<file path="src/hdl/modbus_rtu_master_framer_assert.svh">
// concurrent assertion helpers for the modbus rtu master framer
`ifndef MODBUS_RTU_MASTER_FRAMER_ASSERT_SVH
`define MODBUS_RTU_MASTER_FRAMER_ASSERT_SVH

`ifndef SYNTHESIS
// same-cycle implication
`define MBF_ASSERT_IMP(lbl, clk_s, rstn_s, ante, cons, msg) \
    lbl: assert property (@(posedge clk_s) disable iff (!rstn_s) (ante) |-> (cons)) \
        else $error(msg);
// next-cycle implication
`define MBF_ASSERT_NXT(lbl, clk_s, rstn_s, ante, cons, msg) \
    lbl: assert property (@(posedge clk_s) disable iff (!rstn_s) (ante) |=> (cons)) \
        else $error(msg);
`else
`define MBF_ASSERT_IMP(lbl, clk_s, rstn_s, ante, cons, msg)
`define MBF_ASSERT_NXT(lbl, clk_s, rstn_s, ante, cons, msg)
`endif

`endif

</file>
<file path="src/hdl/mbf_pkg.sv">
`default_nettype none

package mbf_pkg;

    localparam int BUF_DEPTH_DEF = 256;
    localparam int PDU_SIZE_MIN  = 4;

    localparam logic [7:0] MAX_ADDR_RST = 8'd247;

    // command codes
    localparam logic [2:0] CMD_RX_BYTE  = 3'd0;
    localparam logic [2:0] CMD_TX_READY = 3'd1;
    localparam logic [2:0] CMD_TIMER    = 3'd2;
    localparam logic [2:0] CMD_ADDRESS  = 3'd3;
    localparam logic [2:0] CMD_PDU_BYTE = 3'd4;
    localparam logic [2:0] CMD_SEND     = 3'd5;
    localparam logic [2:0] CMD_READ     = 3'd6;

    // result kinds
    localparam logic [3:0] KIND_ACK      = 4'd0;
    localparam logic [3:0] KIND_TX_BYTE  = 4'd1;
    localparam logic [3:0] KIND_TX_DONE  = 4'd2;
    localparam logic [3:0] KIND_READY    = 4'd3;
    localparam logic [3:0] KIND_FRAME_RX = 4'd4;
    localparam logic [3:0] KIND_RX_ERROR = 4'd5;
    localparam logic [3:0] KIND_TIMEOUT  = 4'd6;
    localparam logic [3:0] KIND_EXECUTE  = 4'd7;
    localparam logic [3:0] KIND_SENT     = 4'd8;
    localparam logic [3:0] KIND_BUSY     = 4'd9;
    localparam logic [3:0] KIND_BAD_ADDR = 4'd10;
    localparam logic [3:0] KIND_READ     = 4'd11;

    // timer requests
    localparam logic [2:0] TREQ_NONE    = 3'd0;
    localparam logic [2:0] TREQ_T35     = 3'd1;
    localparam logic [2:0] TREQ_RESPOND = 3'd2;
    localparam logic [2:0] TREQ_CONVERT = 3'd3;
    localparam logic [2:0] TREQ_DISABLE = 3'd4;

    typedef struct packed {
        logic [2:0] cmd;
        logic [7:0] data_byte;
        logic [7:0] read_index;
    } mbf_in_t;

    typedef struct packed {
        logic [3:0] kind;
        logic [7:0] out_byte;
        logic [7:0] frame_address;
        logic [7:0] pdu_length;
        logic       frame_valid;
        logic [2:0] timer_request;
        logic       last;
    } mbf_out_t;

    typedef struct packed {
        logic [3:0] kind;
        logic [7:0] out_byte;
        logic [7:0] frame_address;
        logic [7:0] pdu_length;
        logic       frame_valid;
        logic [2:0] timer_request;
    } mbf_res_t;

    // all results of one item, plus where slot 0 takes its byte from
    typedef struct packed {
        mbf_res_t [2:0] slot;
        logic [1:0]     cnt;
        logic           use_rdata;
        logic           rd_tx;
    } mbf_item_t;

    // one byte of crc-16, reflected poly 0xa001
    function automatic logic [15:0] crc16_step(input logic [15:0] crc, input logic [7:0] b);
        logic [15:0] c;
        c = crc ^ {8'h00, b};
        for (int i = 0; i < 8; i++)
        begin
            if (c[0])
            begin
                c = (c >> 1) ^ 16'hA001;
            end
            else
            begin
                c = c >> 1;
            end
        end
        return c;
    endfunction

endpackage

`default_nettype wire

</file>
<file path="src/hdl/mbf_chan_if.sv">
`default_nettype none

interface mbf_chan_if #(parameter type T = logic [7:0]);
    logic valid;
    logic ready;
    T     data;

    modport source (output valid, output data, input ready);
    modport sink (input valid, input data, output ready);
endinterface

`default_nettype wire

</file>
<file path="src/hdl/modbus_rtu_master_framer.sv">
// path: an accepted item passes the input register, then the result slot, which shows its results
// throughput: one item per cycle while each item yields one result and the output is ready;
//   an item with more results holds the input while the output slot drains them, one per transfer
// reset: rst_n is asynchronous active low; receiver and sender go idle, crcs to 0xffff,
//   max slave address to 247; buffer contents stay undefined until written
`default_nettype none

module modbus_rtu_master_framer #(
    parameter int BUF_DEPTH = mbf_pkg::BUF_DEPTH_DEF
) (
    input logic              clk,
    input logic              rst_n,
    mbf_chan_if.sink         in_ch,
    mbf_chan_if.source       out_ch,
    mbf_chan_if.sink         cfg_ch
);

    localparam int AW = $clog2(BUF_DEPTH);

    // control between decode stage and result slot
    logic               load;
    logic               load_ok;
    mbf_pkg::mbf_item_t item;

    // buffer ports
    logic          rx_we, rx_re, tx_we, tx_re;
    logic [AW-1:0] rx_waddr, rx_raddr, tx_waddr, tx_raddr;
    logic [7:0]    rx_wdata, tx_wdata, rx_rdata, tx_rdata;

    mbf_pkg::mbf_in_t  in_data;
    mbf_pkg::mbf_out_t out_data;
    logic              in_ready;
    logic              out_valid;

    assign in_data      = in_ch.data;
    assign in_ch.ready  = in_ready;
    assign out_ch.valid = out_valid;
    assign out_ch.data  = out_data;

    // the register write is always taken, ready is tied high
    assign cfg_ch.ready = 1'b1;

    // input register, state update, crc and result building
    mbf_core #(
        .BUF_DEPTH (BUF_DEPTH)
    ) u_core (
        .clk       (clk),
        .rst_n     (rst_n),
        .in_valid  (in_ch.valid),
        .in_data   (in_data),
        .in_ready  (in_ready),
        .cfg_valid (cfg_ch.valid),
        .cfg_data  (cfg_ch.data[7:0]),
        .load_ok   (load_ok),
        .load      (load),
        .item      (item),
        .rx_we     (rx_we),
        .rx_waddr  (rx_waddr),
        .rx_wdata  (rx_wdata),
        .rx_re     (rx_re),
        .rx_raddr  (rx_raddr),
        .tx_we     (tx_we),
        .tx_waddr  (tx_waddr),
        .tx_wdata  (tx_wdata),
        .tx_re     (tx_re),
        .tx_raddr  (tx_raddr)
    );

    // receive frame buffer, read back by index
    mbf_ram #(
        .DEPTH (BUF_DEPTH)
    ) u_rx_ram (
        .clk   (clk),
        .we    (rx_we),
        .waddr (rx_waddr),
        .wdata (rx_wdata),
        .re    (rx_re),
        .raddr (rx_raddr),
        .rdata (rx_rdata)
    );

    // transmit frame buffer: address and pdu bytes, crc comes from the core
    mbf_ram #(
        .DEPTH (BUF_DEPTH)
    ) u_tx_ram (
        .clk   (clk),
        .we    (tx_we),
        .waddr (tx_waddr),
        .wdata (tx_wdata),
        .re    (tx_re),
        .raddr (tx_raddr),
        .rdata (tx_rdata)
    );

    // result slot: hands out up to three results per item, one per transfer
    mbf_out u_out (
        .clk       (clk),
        .rst_n     (rst_n),
        .load      (load),
        .item      (item),
        .load_ok   (load_ok),
        .rx_rdata  (rx_rdata),
        .tx_rdata  (tx_rdata),
        .out_valid (out_valid),
        .out_ready (out_ch.ready),
        .out_data  (out_data)
    );

endmodule

`default_nettype wire

</file>
<file path="src/hdl/mbf_ram.sv">
`default_nettype none

module mbf_ram #(
    parameter int DEPTH = mbf_pkg::BUF_DEPTH_DEF
) (
    input  logic                     clk,
    input  logic                     we,
    input  logic [$clog2(DEPTH)-1:0] waddr,
    input  logic [7:0]               wdata,
    input  logic                     re,
    input  logic [$clog2(DEPTH)-1:0] raddr,
    output logic [7:0]               rdata
);

    logic [7:0] mem [DEPTH];
    logic [7:0] rdata_reg;

    always_ff @(posedge clk)
    begin
        if (we)
        begin
            mem[waddr] <= wdata;
        end
        if (re)
        begin
            rdata_reg <= mem[raddr];
        end
    end

    assign rdata = rdata_reg;

endmodule

`default_nettype wire

</file>
<file path="src/hdl/mbf_core.sv">
`default_nettype none

module mbf_core #(
    parameter int BUF_DEPTH = mbf_pkg::BUF_DEPTH_DEF
) (
    input  logic                         clk,
    input  logic                         rst_n,
    input  logic                         in_valid,
    input  mbf_pkg::mbf_in_t             in_data,
    output logic                         in_ready,
    input  logic                         cfg_valid,
    input  logic [7:0]                   cfg_data,
    input  logic                         load_ok,
    output logic                         load,
    output mbf_pkg::mbf_item_t           item,
    output logic                         rx_we,
    output logic [$clog2(BUF_DEPTH)-1:0] rx_waddr,
    output logic [7:0]                   rx_wdata,
    output logic                         rx_re,
    output logic [$clog2(BUF_DEPTH)-1:0] rx_raddr,
    output logic                         tx_we,
    output logic [$clog2(BUF_DEPTH)-1:0] tx_waddr,
    output logic [7:0]                   tx_wdata,
    output logic                         tx_re,
    output logic [$clog2(BUF_DEPTH)-1:0] tx_raddr
);

    localparam int AW = $clog2(BUF_DEPTH);
    localparam int CW = $clog2(BUF_DEPTH + 1);
    localparam int PW = (CW > 9) ? CW : 9;

    typedef enum logic [1:0] {RX_IDLE, RX_RCV, RX_ERR} rx_state_t;
    typedef enum logic [1:0] {TX_IDLE, TX_XMIT, TX_XFWR} tx_state_t;
    typedef enum logic [1:0] {TM_T35, TM_RESPOND, TM_CONVERT} timer_mode_t;

    logic              s1_valid_reg;
    mbf_pkg::mbf_in_t  s1_reg;
    logic [7:0]        max_addr_reg;

    rx_state_t   rx_state_reg, rx_state_next;
    tx_state_t   tx_state_reg, tx_state_next;
    timer_mode_t timer_mode_reg, timer_mode_next;
    logic [CW-1:0] rx_count_reg, rx_count_next;
    logic [15:0]   rx_crc_reg, rx_crc_next;
    logic [7:0]    rx_addr_reg, rx_addr_next;
    logic [CW-1:0] tx_length_reg, tx_length_next;
    logic [CW-1:0] tx_position_reg, tx_position_next;
    logic [15:0]   tx_crc_reg, tx_crc_next;
    logic [7:0]    tx_addr_reg, tx_addr_next;
    logic          is_bcast_reg, is_bcast_next;

    logic          fire;
    logic          rx_wr, rx_rd, tx_wr, tx_rd;
    logic [8:0]    rd_pos;
    logic          rd_pos_ok;
    logic [PW-1:0] len_full;
    logic [7:0]    pdu_len;
    logic          frame_ok;
    logic [CW:0]   tx_limit;
    logic [1:0]    n_c;
    mbf_pkg::mbf_item_t item_c;

    assign fire     = s1_valid_reg && load_ok;
    assign in_ready = !s1_valid_reg || load_ok;

    assign rd_pos    = {1'b0, s1_reg.read_index} + 9'd1;
    assign rd_pos_ok = (PW'(rd_pos) < PW'(rx_count_reg)) && (PW'(rd_pos) < PW'(BUF_DEPTH));
    assign len_full  = PW'(rx_count_reg) - PW'(3);
    assign pdu_len   = (len_full > PW'(255)) ? 8'hFF : len_full[7:0];
    assign frame_ok  = (PW'(rx_count_reg) >= PW'(mbf_pkg::PDU_SIZE_MIN)) && (rx_crc_reg == 16'h0000);
    assign tx_limit  = (CW + 1)'(tx_length_reg) + (CW + 1)'(2);

    always_comb
    begin
        rx_state_next    = rx_state_reg;
        tx_state_next    = tx_state_reg;
        timer_mode_next  = timer_mode_reg;
        rx_count_next    = rx_count_reg;
        rx_crc_next      = rx_crc_reg;
        rx_addr_next     = rx_addr_reg;
        tx_length_next   = tx_length_reg;
        tx_position_next = tx_position_reg;
        tx_crc_next      = tx_crc_reg;
        tx_addr_next     = tx_addr_reg;
        is_bcast_next    = is_bcast_reg;
        rx_wr    = 1'b0;
        rx_rd    = 1'b0;
        tx_wr    = 1'b0;
        tx_rd    = 1'b0;
        rx_waddr = '0;
        tx_waddr = '0;
        rx_raddr = AW'(rd_pos);
        tx_raddr = AW'(tx_position_reg);
        n_c      = 2'd0;
        item_c   = '0;
        item_c.cnt = 2'd1;
        item_c.slot[0].kind = mbf_pkg::KIND_ACK;

        case (s1_reg.cmd)
            mbf_pkg::CMD_RX_BYTE:
            begin
                if (rx_state_reg == RX_IDLE)
                begin
                    tx_state_next = TX_IDLE;
                    rx_wr         = 1'b1;
                    rx_waddr      = '0;
                    rx_addr_next  = s1_reg.data_byte;
                    rx_count_next = CW'(1);
                    rx_crc_next   = mbf_pkg::crc16_step(16'hFFFF, s1_reg.data_byte);
                    rx_state_next = RX_RCV;
                end
                else if (rx_state_reg == RX_RCV)
                begin
                    if (rx_count_reg < CW'(BUF_DEPTH))
                    begin
                        rx_wr         = 1'b1;
                        rx_waddr      = AW'(rx_count_reg);
                        rx_count_next = rx_count_reg + CW'(1);
                        rx_crc_next   = mbf_pkg::crc16_step(rx_crc_reg, s1_reg.data_byte);
                    end
                    else
                    begin
                        rx_state_next = RX_ERR;
                    end
                end
                timer_mode_next = TM_T35;
                item_c.slot[0].timer_request = mbf_pkg::TREQ_T35;
            end
            mbf_pkg::CMD_TX_READY:
            begin
                if (tx_state_reg == TX_XMIT)
                begin
                    if ((CW + 1)'(tx_position_reg) < tx_limit)
                    begin
                        item_c.slot[0].kind = mbf_pkg::KIND_TX_BYTE;
                        if (tx_position_reg < tx_length_reg)
                        begin
                            tx_rd            = 1'b1;
                            item_c.use_rdata = 1'b1;
                            item_c.rd_tx     = 1'b1;
                        end
                        else if (tx_position_reg == tx_length_reg)
                        begin
                            item_c.slot[0].out_byte = tx_crc_reg[7:0];
                        end
                        else
                        begin
                            item_c.slot[0].out_byte = tx_crc_reg[15:8];
                        end
                        tx_position_next = tx_position_reg + CW'(1);
                    end
                    else
                    begin
                        is_bcast_next = (tx_addr_reg == 8'h00);
                        tx_state_next = TX_XFWR;
                        item_c.slot[0].kind = mbf_pkg::KIND_TX_DONE;
                        if (tx_addr_reg == 8'h00)
                        begin
                            timer_mode_next = TM_CONVERT;
                            item_c.slot[0].timer_request = mbf_pkg::TREQ_CONVERT;
                        end
                        else
                        begin
                            timer_mode_next = TM_RESPOND;
                            item_c.slot[0].timer_request = mbf_pkg::TREQ_RESPOND;
                        end
                    end
                end
            end
            mbf_pkg::CMD_TIMER:
            begin
                item_c.slot[0].kind = mbf_pkg::KIND_ACK;
                if (rx_state_reg == RX_RCV)
                begin
                    item_c.slot[n_c].kind          = mbf_pkg::KIND_FRAME_RX;
                    item_c.slot[n_c].frame_valid   = frame_ok;
                    item_c.slot[n_c].frame_address = frame_ok ? rx_addr_reg : 8'h00;
                    item_c.slot[n_c].pdu_length    = frame_ok ? pdu_len : 8'h00;
                    n_c = n_c + 2'd1;
                end
                else if (rx_state_reg == RX_ERR)
                begin
                    item_c.slot[n_c].kind = mbf_pkg::KIND_RX_ERROR;
                    n_c = n_c + 2'd1;
                end
                rx_state_next = RX_IDLE;
                if (tx_state_reg == TX_XFWR && !is_bcast_reg)
                begin
                    item_c.slot[n_c].kind = mbf_pkg::KIND_TIMEOUT;
                    n_c = n_c + 2'd1;
                end
                tx_state_next = TX_IDLE;
                if (timer_mode_reg == TM_CONVERT)
                begin
                    item_c.slot[n_c].kind = mbf_pkg::KIND_EXECUTE;
                    n_c = n_c + 2'd1;
                end
                // the final result of a timer item turns the timer off
                if (n_c == 2'd0)
                begin
                    item_c.slot[0].timer_request = mbf_pkg::TREQ_DISABLE;
                    item_c.cnt = 2'd1;
                end
                else
                begin
                    item_c.slot[n_c - 2'd1].timer_request = mbf_pkg::TREQ_DISABLE;
                    item_c.cnt = n_c;
                end
            end
            mbf_pkg::CMD_ADDRESS:
            begin
                if (tx_state_reg != TX_XMIT)
                begin
                    tx_wr          = 1'b1;
                    tx_waddr       = '0;
                    tx_addr_next   = s1_reg.data_byte;
                    tx_length_next = CW'(1);
                    tx_crc_next    = mbf_pkg::crc16_step(16'hFFFF, s1_reg.data_byte);
                end
            end
            mbf_pkg::CMD_PDU_BYTE:
            begin
                if (tx_state_reg != TX_XMIT && tx_length_reg != '0
                    && tx_length_reg < CW'(BUF_DEPTH - 2))
                begin
                    tx_wr          = 1'b1;
                    tx_waddr       = AW'(tx_length_reg);
                    tx_length_next = tx_length_reg + CW'(1);
                    tx_crc_next    = mbf_pkg::crc16_step(tx_crc_reg, s1_reg.data_byte);
                end
            end
            mbf_pkg::CMD_SEND:
            begin
                if (tx_length_reg == '0 || tx_addr_reg > max_addr_reg)
                begin
                    item_c.slot[0].kind = mbf_pkg::KIND_BAD_ADDR;
                end
                else if (rx_state_reg != RX_IDLE)
                begin
                    item_c.slot[0].kind = mbf_pkg::KIND_BUSY;
                end
                else
                begin
                    // crc bytes are taken from tx_crc_reg while sending
                    tx_position_next = '0;
                    tx_state_next    = TX_XMIT;
                    item_c.slot[0].kind = mbf_pkg::KIND_SENT;
                end
            end
            mbf_pkg::CMD_READ:
            begin
                item_c.slot[0].kind = mbf_pkg::KIND_READ;
                if (rd_pos_ok)
                begin
                    rx_rd            = 1'b1;
                    item_c.use_rdata = 1'b1;
                end
            end
            default:
            begin
                item_c.slot[0].kind = mbf_pkg::KIND_ACK;
            end
        endcase
    end

    assign load     = fire;
    assign item     = item_c;
    assign rx_we    = fire && rx_wr;
    assign rx_re    = fire && rx_rd;
    assign tx_we    = fire && tx_wr;
    assign tx_re    = fire && tx_rd;
    assign rx_wdata = s1_reg.data_byte;
    assign tx_wdata = s1_reg.data_byte;

    always_ff @(posedge clk or negedge rst_n)
    begin
        if (!rst_n)
        begin
            s1_valid_reg    <= 1'b0;
            s1_reg          <= '0;
            max_addr_reg    <= mbf_pkg::MAX_ADDR_RST;
            rx_state_reg    <= RX_IDLE;
            tx_state_reg    <= TX_IDLE;
            timer_mode_reg  <= TM_T35;
            rx_count_reg    <= '0;
            rx_crc_reg      <= 16'hFFFF;
            rx_addr_reg     <= '0;
            tx_length_reg   <= '0;
            tx_position_reg <= '0;
            tx_crc_reg      <= 16'hFFFF;
            tx_addr_reg     <= '0;
            is_bcast_reg    <= 1'b0;
        end
        else
        begin
            if (in_ready)
            begin
                s1_valid_reg <= in_valid;
                if (in_valid)
                begin
                    s1_reg <= in_data;
                end
            end
            if (cfg_valid)
            begin
                max_addr_reg <= cfg_data;
            end
            if (fire)
            begin
                rx_state_reg    <= rx_state_next;
                tx_state_reg    <= tx_state_next;
                timer_mode_reg  <= timer_mode_next;
                rx_count_reg    <= rx_count_next;
                rx_crc_reg      <= rx_crc_next;
                rx_addr_reg     <= rx_addr_next;
                tx_length_reg   <= tx_length_next;
                tx_position_reg <= tx_position_next;
                tx_crc_reg      <= tx_crc_next;
                tx_addr_reg     <= tx_addr_next;
                is_bcast_reg    <= is_bcast_next;
            end
        end
    end

endmodule

`default_nettype wire

</file>
<file path="src/hdl/mbf_out.sv">
`default_nettype none

`include "modbus_rtu_master_framer_assert.svh"

module mbf_out (
    input  logic               clk,
    input  logic               rst_n,
    input  logic               load,
    input  mbf_pkg::mbf_item_t item,
    output logic               load_ok,
    input  logic [7:0]         rx_rdata,
    input  logic [7:0]         tx_rdata,
    output logic               out_valid,
    input  logic               out_ready,
    output mbf_pkg::mbf_out_t  out_data
);

    logic               occ_reg;
    logic [1:0]         sel_reg;
    mbf_pkg::mbf_item_t item_reg;
    mbf_pkg::mbf_res_t  res;
    logic               last_sel;
    logic               out_fire;

    assign last_sel  = (sel_reg == item_reg.cnt - 2'd1);
    assign out_fire  = occ_reg && out_ready;
    assign load_ok   = !occ_reg || (out_ready && last_sel);
    assign out_valid = occ_reg;
    assign res       = item_reg.slot[sel_reg];

    always_comb
    begin
        out_data.kind          = res.kind;
        out_data.frame_address = res.frame_address;
        out_data.pdu_length    = res.pdu_length;
        out_data.frame_valid   = res.frame_valid;
        out_data.timer_request = res.timer_request;
        out_data.last          = last_sel;
        if (item_reg.use_rdata)
        begin
            out_data.out_byte = item_reg.rd_tx ? tx_rdata : rx_rdata;
        end
        else
        begin
            out_data.out_byte = res.out_byte;
        end
    end

    always_ff @(posedge clk or negedge rst_n)
    begin
        if (!rst_n)
        begin
            occ_reg <= 1'b0;
            sel_reg <= 2'd0;
        end
        else if (load)
        begin
            occ_reg <= 1'b1;
            sel_reg <= 2'd0;
        end
        else if (out_fire)
        begin
            if (last_sel)
            begin
                occ_reg <= 1'b0;
            end
            else
            begin
                sel_reg <= sel_reg + 2'd1;
            end
        end
    end

    always_ff @(posedge clk)
    begin
        if (load)
        begin
            item_reg <= item;
        end
    end

    `MBF_ASSERT_IMP(a_sel_in_range, clk, rst_n, occ_reg, sel_reg < item_reg.cnt, "result select past count")
    `MBF_ASSERT_IMP(a_cnt_nonzero, clk, rst_n, occ_reg, item_reg.cnt != 2'd0, "item holds no result")
    `MBF_ASSERT_IMP(a_rdata_single, clk, rst_n, occ_reg && item_reg.use_rdata, item_reg.cnt == 2'd1, "memory byte on multi-result item")
    `MBF_ASSERT_NXT(a_step, clk, rst_n, out_fire && !last_sel, occ_reg && sel_reg == $past(sel_reg) + 2'd1, "result select did not advance")
    `MBF_ASSERT_NXT(a_load, clk, rst_n, load, occ_reg && sel_reg == 2'd0, "load did not start at first result")

endmodule

`default_nettype wire

</file>
<file path="src/flat_wrapper.sv">
// flat-port wrapper written by rule: the top's interface ports become plain ports
module modbus_rtu_master_framer_flat import mbf_pkg::*;
#(
    parameter int BUF_DEPTH = mbf_pkg::BUF_DEPTH_DEF
)
  (clk, rst_n, in_ch_valid, in_ch_data, in_ch_ready, out_ch_valid, out_ch_data, out_ch_ready, cfg_ch_valid, cfg_ch_data, cfg_ch_ready);
  mbf_chan_if #(.T(mbf_in_t)) in_ch_i ();
  mbf_chan_if #(.T(mbf_out_t)) out_ch_i ();
  mbf_chan_if #(.T(logic [7:0])) cfg_ch_i ();
  input logic clk;
  input logic rst_n;
  input wire logic [$bits(in_ch_i.valid)-1:0] in_ch_valid;
  input wire logic [$bits(in_ch_i.data)-1:0] in_ch_data;
  output wire logic [$bits(in_ch_i.ready)-1:0] in_ch_ready;
  output wire logic [$bits(out_ch_i.valid)-1:0] out_ch_valid;
  output wire logic [$bits(out_ch_i.data)-1:0] out_ch_data;
  input wire logic [$bits(out_ch_i.ready)-1:0] out_ch_ready;
  input wire logic [$bits(cfg_ch_i.valid)-1:0] cfg_ch_valid;
  input wire logic [$bits(cfg_ch_i.data)-1:0] cfg_ch_data;
  output wire logic [$bits(cfg_ch_i.ready)-1:0] cfg_ch_ready;
  assign in_ch_i.valid = in_ch_valid;
  assign in_ch_i.data = in_ch_data;
  assign in_ch_ready = in_ch_i.ready;
  assign out_ch_valid = out_ch_i.valid;
  assign out_ch_data = out_ch_i.data;
  assign out_ch_i.ready = out_ch_ready;
  assign cfg_ch_i.valid = cfg_ch_valid;
  assign cfg_ch_i.data = cfg_ch_data;
  assign cfg_ch_ready = cfg_ch_i.ready;
  modbus_rtu_master_framer #(.BUF_DEPTH(BUF_DEPTH)) u_core (.clk(clk), .rst_n(rst_n), .in_ch(in_ch_i), .out_ch(out_ch_i), .cfg_ch(cfg_ch_i));
endmodule
</file>
<file path="config.mk">
export PLATFORM = sky130hd
export DESIGN_NAME = modbus_rtu_master_framer_flat
export DESIGN_NICKNAME = d
export VERILOG_FILES = /design/src/hdl/mbf_pkg.sv /design/src/hdl/mbf_chan_if.sv /design/src/hdl/modbus_rtu_master_framer.sv /design/src/hdl/mbf_ram.sv /design/src/hdl/mbf_core.sv /design/src/hdl/mbf_out.sv /design/src/flat_wrapper.sv
export VERILOG_INCLUDE_DIRS = /design/src /design/src/hdl
export SDC_FILE = /design/constraint.sdc
export NUM_CORES = 2
export LEC_CHECK = 0
export ABC_AREA = 0
export BUFFER_PORTS_ARGS = -buffer_cell sky130_fd_sc_hd__buf_2
export CAP_MARGIN = 25
export CORE_ASPECT_RATIO = 1.4
export CORE_UTILIZATION = 55
export DETAILED_ROUTE_END_ITERATION = 6
export PLACE_DENSITY = 0.71
export SYNTH_ARGS = -nofsm -noshare
export SYNTH_HDL_FRONTEND = slang
export SYNTH_HIERARCHICAL = 1
export SYNTH_SLANG_ARGS = --single-unit
</file>
<file path="constraint.sdc">
create_clock -name clk -period 7.4 [get_ports clk]
set_clock_uncertainty 0.2 [all_clocks]
set_input_delay 0.74 -clock clk [delete_from_list [all_inputs] [get_ports clk]]
set_output_delay 0.74 -clock clk [all_outputs]
set_load 0.005 [all_outputs]
</file>
==> flow_summary.ini <==
[clock_tree]
cts_resized = 0
htree_levels = 5
root_buffer = clkbuf_16
clockBufferDepth = 4
cts_tree = yes
cts_made_buffers = 391
cts_num_sinks = 4325
insertion_delay_ns = 0.93
clkSlewWorstSetupHoldPaths_ns = 0.06

[timing]
timing.hold.ws_ns = 0.100
setup_viol = 0
max_freq_ghz = 0.172
fin_crit_sh_pct = 78.5
hold_violations = 0
period_needed_ns = 5.81
slew_viol_final = 0
max_slew.worst_pin.slew_ns = 1.27
slew-limit-headroom_pct = 14.7
rsz0062_at_grt = no
tns_ns = 0
setup_ws_ns = 1.59

[power_and_ir_drop]
power_leakage_nw = 58.7
irDropWorstVdd_v = 0.000467
power_density_nw_per_um2 = 407

[synthesis]
yosys-top-cells-area = edfxtp_1 74%, mux4_2 12%, mux2i_1 1.9%, nor2_1 1.4%, a22oi_1 1.2%
synth_top_area_share_pct = 73.8
synth_cells = 8611
synth_warnings = 6
synth-xor-area-share_pct = 0.507
syn-cell-area_um2 = 171000
synth_ff_type = edfxtp_1
yosysUniqueCellTypes = 84
ys_seq_elements = 4325
yosys.area_share.simple_pct = 3.38
seq_area_frac_synth_pct = 75.5
synth_top_family_by_area = multiplexers
synth_edf_count = 4212
synth-adder-area-share_pct = 0.374
post-synth-top-area-cell = edfxtp_1
synthMuxAreaShare_pct = 14.1
avgSynthCellArea_um2 = 19.9
async_reset_ff_share_pct = 2.61
synth-compound-area-share_pct = 3.81

[global_route]
grt_max_degree = 215
grt_pass1_vias = 87800
grt-ovfl-total = 0
antenna_found_initial = 15
track_usage_pct = 28.1
grt_first_pass_wirelength_um = 628000

[final_layout]
layout-drive-gt1-share_pct = 21.5
seq_area_um2 = 129000
layout_commonest_cell = edfxtp_1
nFillCells = 21200
nets = 8900
layout_common_cells = 4212 x edfxtp_1, 908 x mux4_2, 641 x nor2_1
area_growth_pct = 10.6
multiInputGateArea_um2 = 38500
utilization_pct = 61.1

[placement]
port_buffers = 66
post-place-ws_ns = 1.66
hpwlAfterDp_um = 281000
routabilityCongestion = 0.985

[worst_setup_path]
path_class = flip-flop to flip-flop
worstPathRequired_ns = 7.73
cp_data_arrival_time_ns = 6.14
start_kind = flip-flop
worstPathMaxFanout = 29
end_kind = flip-flop

[detailed_routing]
drt_first_pass_iters = 7
antenna_left = 0
drt_drc_violations_left = 17
num_vias = 87000
initialDrtViolationCount = 10400
wirelength_um = 439000
wl_per_cell_um = 33.1
vias_per_cell = 6.55

[run_status]
status = complete, but fails checks
violations = DRC

[die]
ioPinCount = 68
core_area_um2 = 310000
dieHeight_um = 662
initial_core_util_pct = 55.3
dieArea_um2 = 314000
rows = 242
die_w_um = 474

[hold_path]
holdCritPathClass = input port to flip-flop

[flow_run]
cap_violations = 0
-- cell usage after synthesis, drive strengths merged (5+ instances only) --
cell type  number
nand4          37
a22oi         266
nand3b          6
nand2b         24
ha             48
o21a           14
dfstp          39
mux2i         317
nor2          647
a31oi           9
and2           30
o221ai         94
a221oi         36
edfxtp       4212
dfrtp          74
xor2           17
a21oi         229
clkbuf        255
a22o           17
nor3           66
or2            10
nor2b          74
buf           345
a21boi          5
o21ai          96
nand3          95
o22ai          60
o22a           10
a2111oi        10
mux2           41
xnor2          71
o32ai          10
o211ai         23
nor4           71
and3            9
a211oi         40
o21bai          8
inv            50
nand2         182
mux4          912
-- what timing repair did --
item                                    in CTS  in global routing
setup buffers                                0                  0
endpoints found under the setup margin       0                  0
endpoints found under the hold margin       68                  0
hold buffers                                43                  0
-- stage by stage --
step	instances	instance area, um2	power (W)
finish	13300	190000	0.0771
global route	13300	190000	0.0793
CTS	13300	189000	0.0770
detailed placement	12500	176000	0.0567
global placement	12500	176000	0.0562
floorplan	8666	172000	0.0478
-- where the power goes --
group | total [W] | leakage, nW | switching (W) | internal [W]
clock | 0.0205 | 6.25 | 0.00884 | 0.0117
combinational | 0.0246 | 13.2 | 0.0160 | 0.00866
sequential | 0.0320 | 39.2 | 0.000885 | 0.0311
total | 0.0771 | 58.7 | 0.0257 | 0.0514
-- path summary, 6_finish.rpt --
path | start | to | slack [ns] | cells after the start
setup / recovery | u_core/u_out/sel_reg[1] | u_core/u_rx_ram/mem[58][0] | 1.59 | 11
hold / removal | cfg_ch_valid | u_core/u_core/max_addr_reg[0] | 0.10 | 2
setup reg to reg | u_core/u_out/sel_reg[1] | u_core/u_rx_ram/mem[58][0] | 1.59 | 11
hold reg to reg | u_core/u_core/tx_crc_reg[14] | u_core/u_core/tx_crc_reg[14] | 0.27 | 2
max in group asynchronous | rst_n | u_core/u_core/tx_position_reg[1] | 5.17 | 3
min in group asynchronous | rst_n | u_core/u_core/s1_reg[2] | 0.22 | 2
-- per-layer routing --
| metal | wire length [um] | GRT usage, % | vias up |
|---|---|---|---|
| li1 | - | - | 35600 |
| met1 | 149000 | 33.3 | 45700 |
| met2 | 223000 | 47.5 | 4468 |
| met3 | 32500 | 4.32 | 1182 |
| met4 | 35300 | 19.0 | 8 |
| met5 | 43 | 0 | - |
-- worst max-delay path: stages (launching register included) --
cell and delay [ns]:
dfrtp_1 0.36, buf_4 0.22, xnor2_1 0.22, or3b_1 0.43, nand3_1 0.16, nand3b_1 0.26, nor2_1 0.47, nor2_1 0.14
inv_1 0.78, nand3_1 1.04, buf_4 0.55, nor2_1 0.59
-- cell families after synthesis --
kind of cell | count (synthesis)
other | 2
multiplexers | 1270
AND/OR/NAND/NOR | 1274
adder cells (fa/ha/maj) | 50
flip-flops | 4325
AO/OA/AOI/OAI | 947
XOR/XNOR | 91
buffers and inverters | 652
-- layout make-up --
cell class	count	area share [%]
clock buffer	480	5.42
tap	4148	2.74
inverter	52	0.108
multi-input combinational	3689	20.3
sequential	4325	68.3
antenna	8	0.0106
timing repair buffer	359	1.73
clock inverter	231	1.41
(Power assumes the default switching activity.)
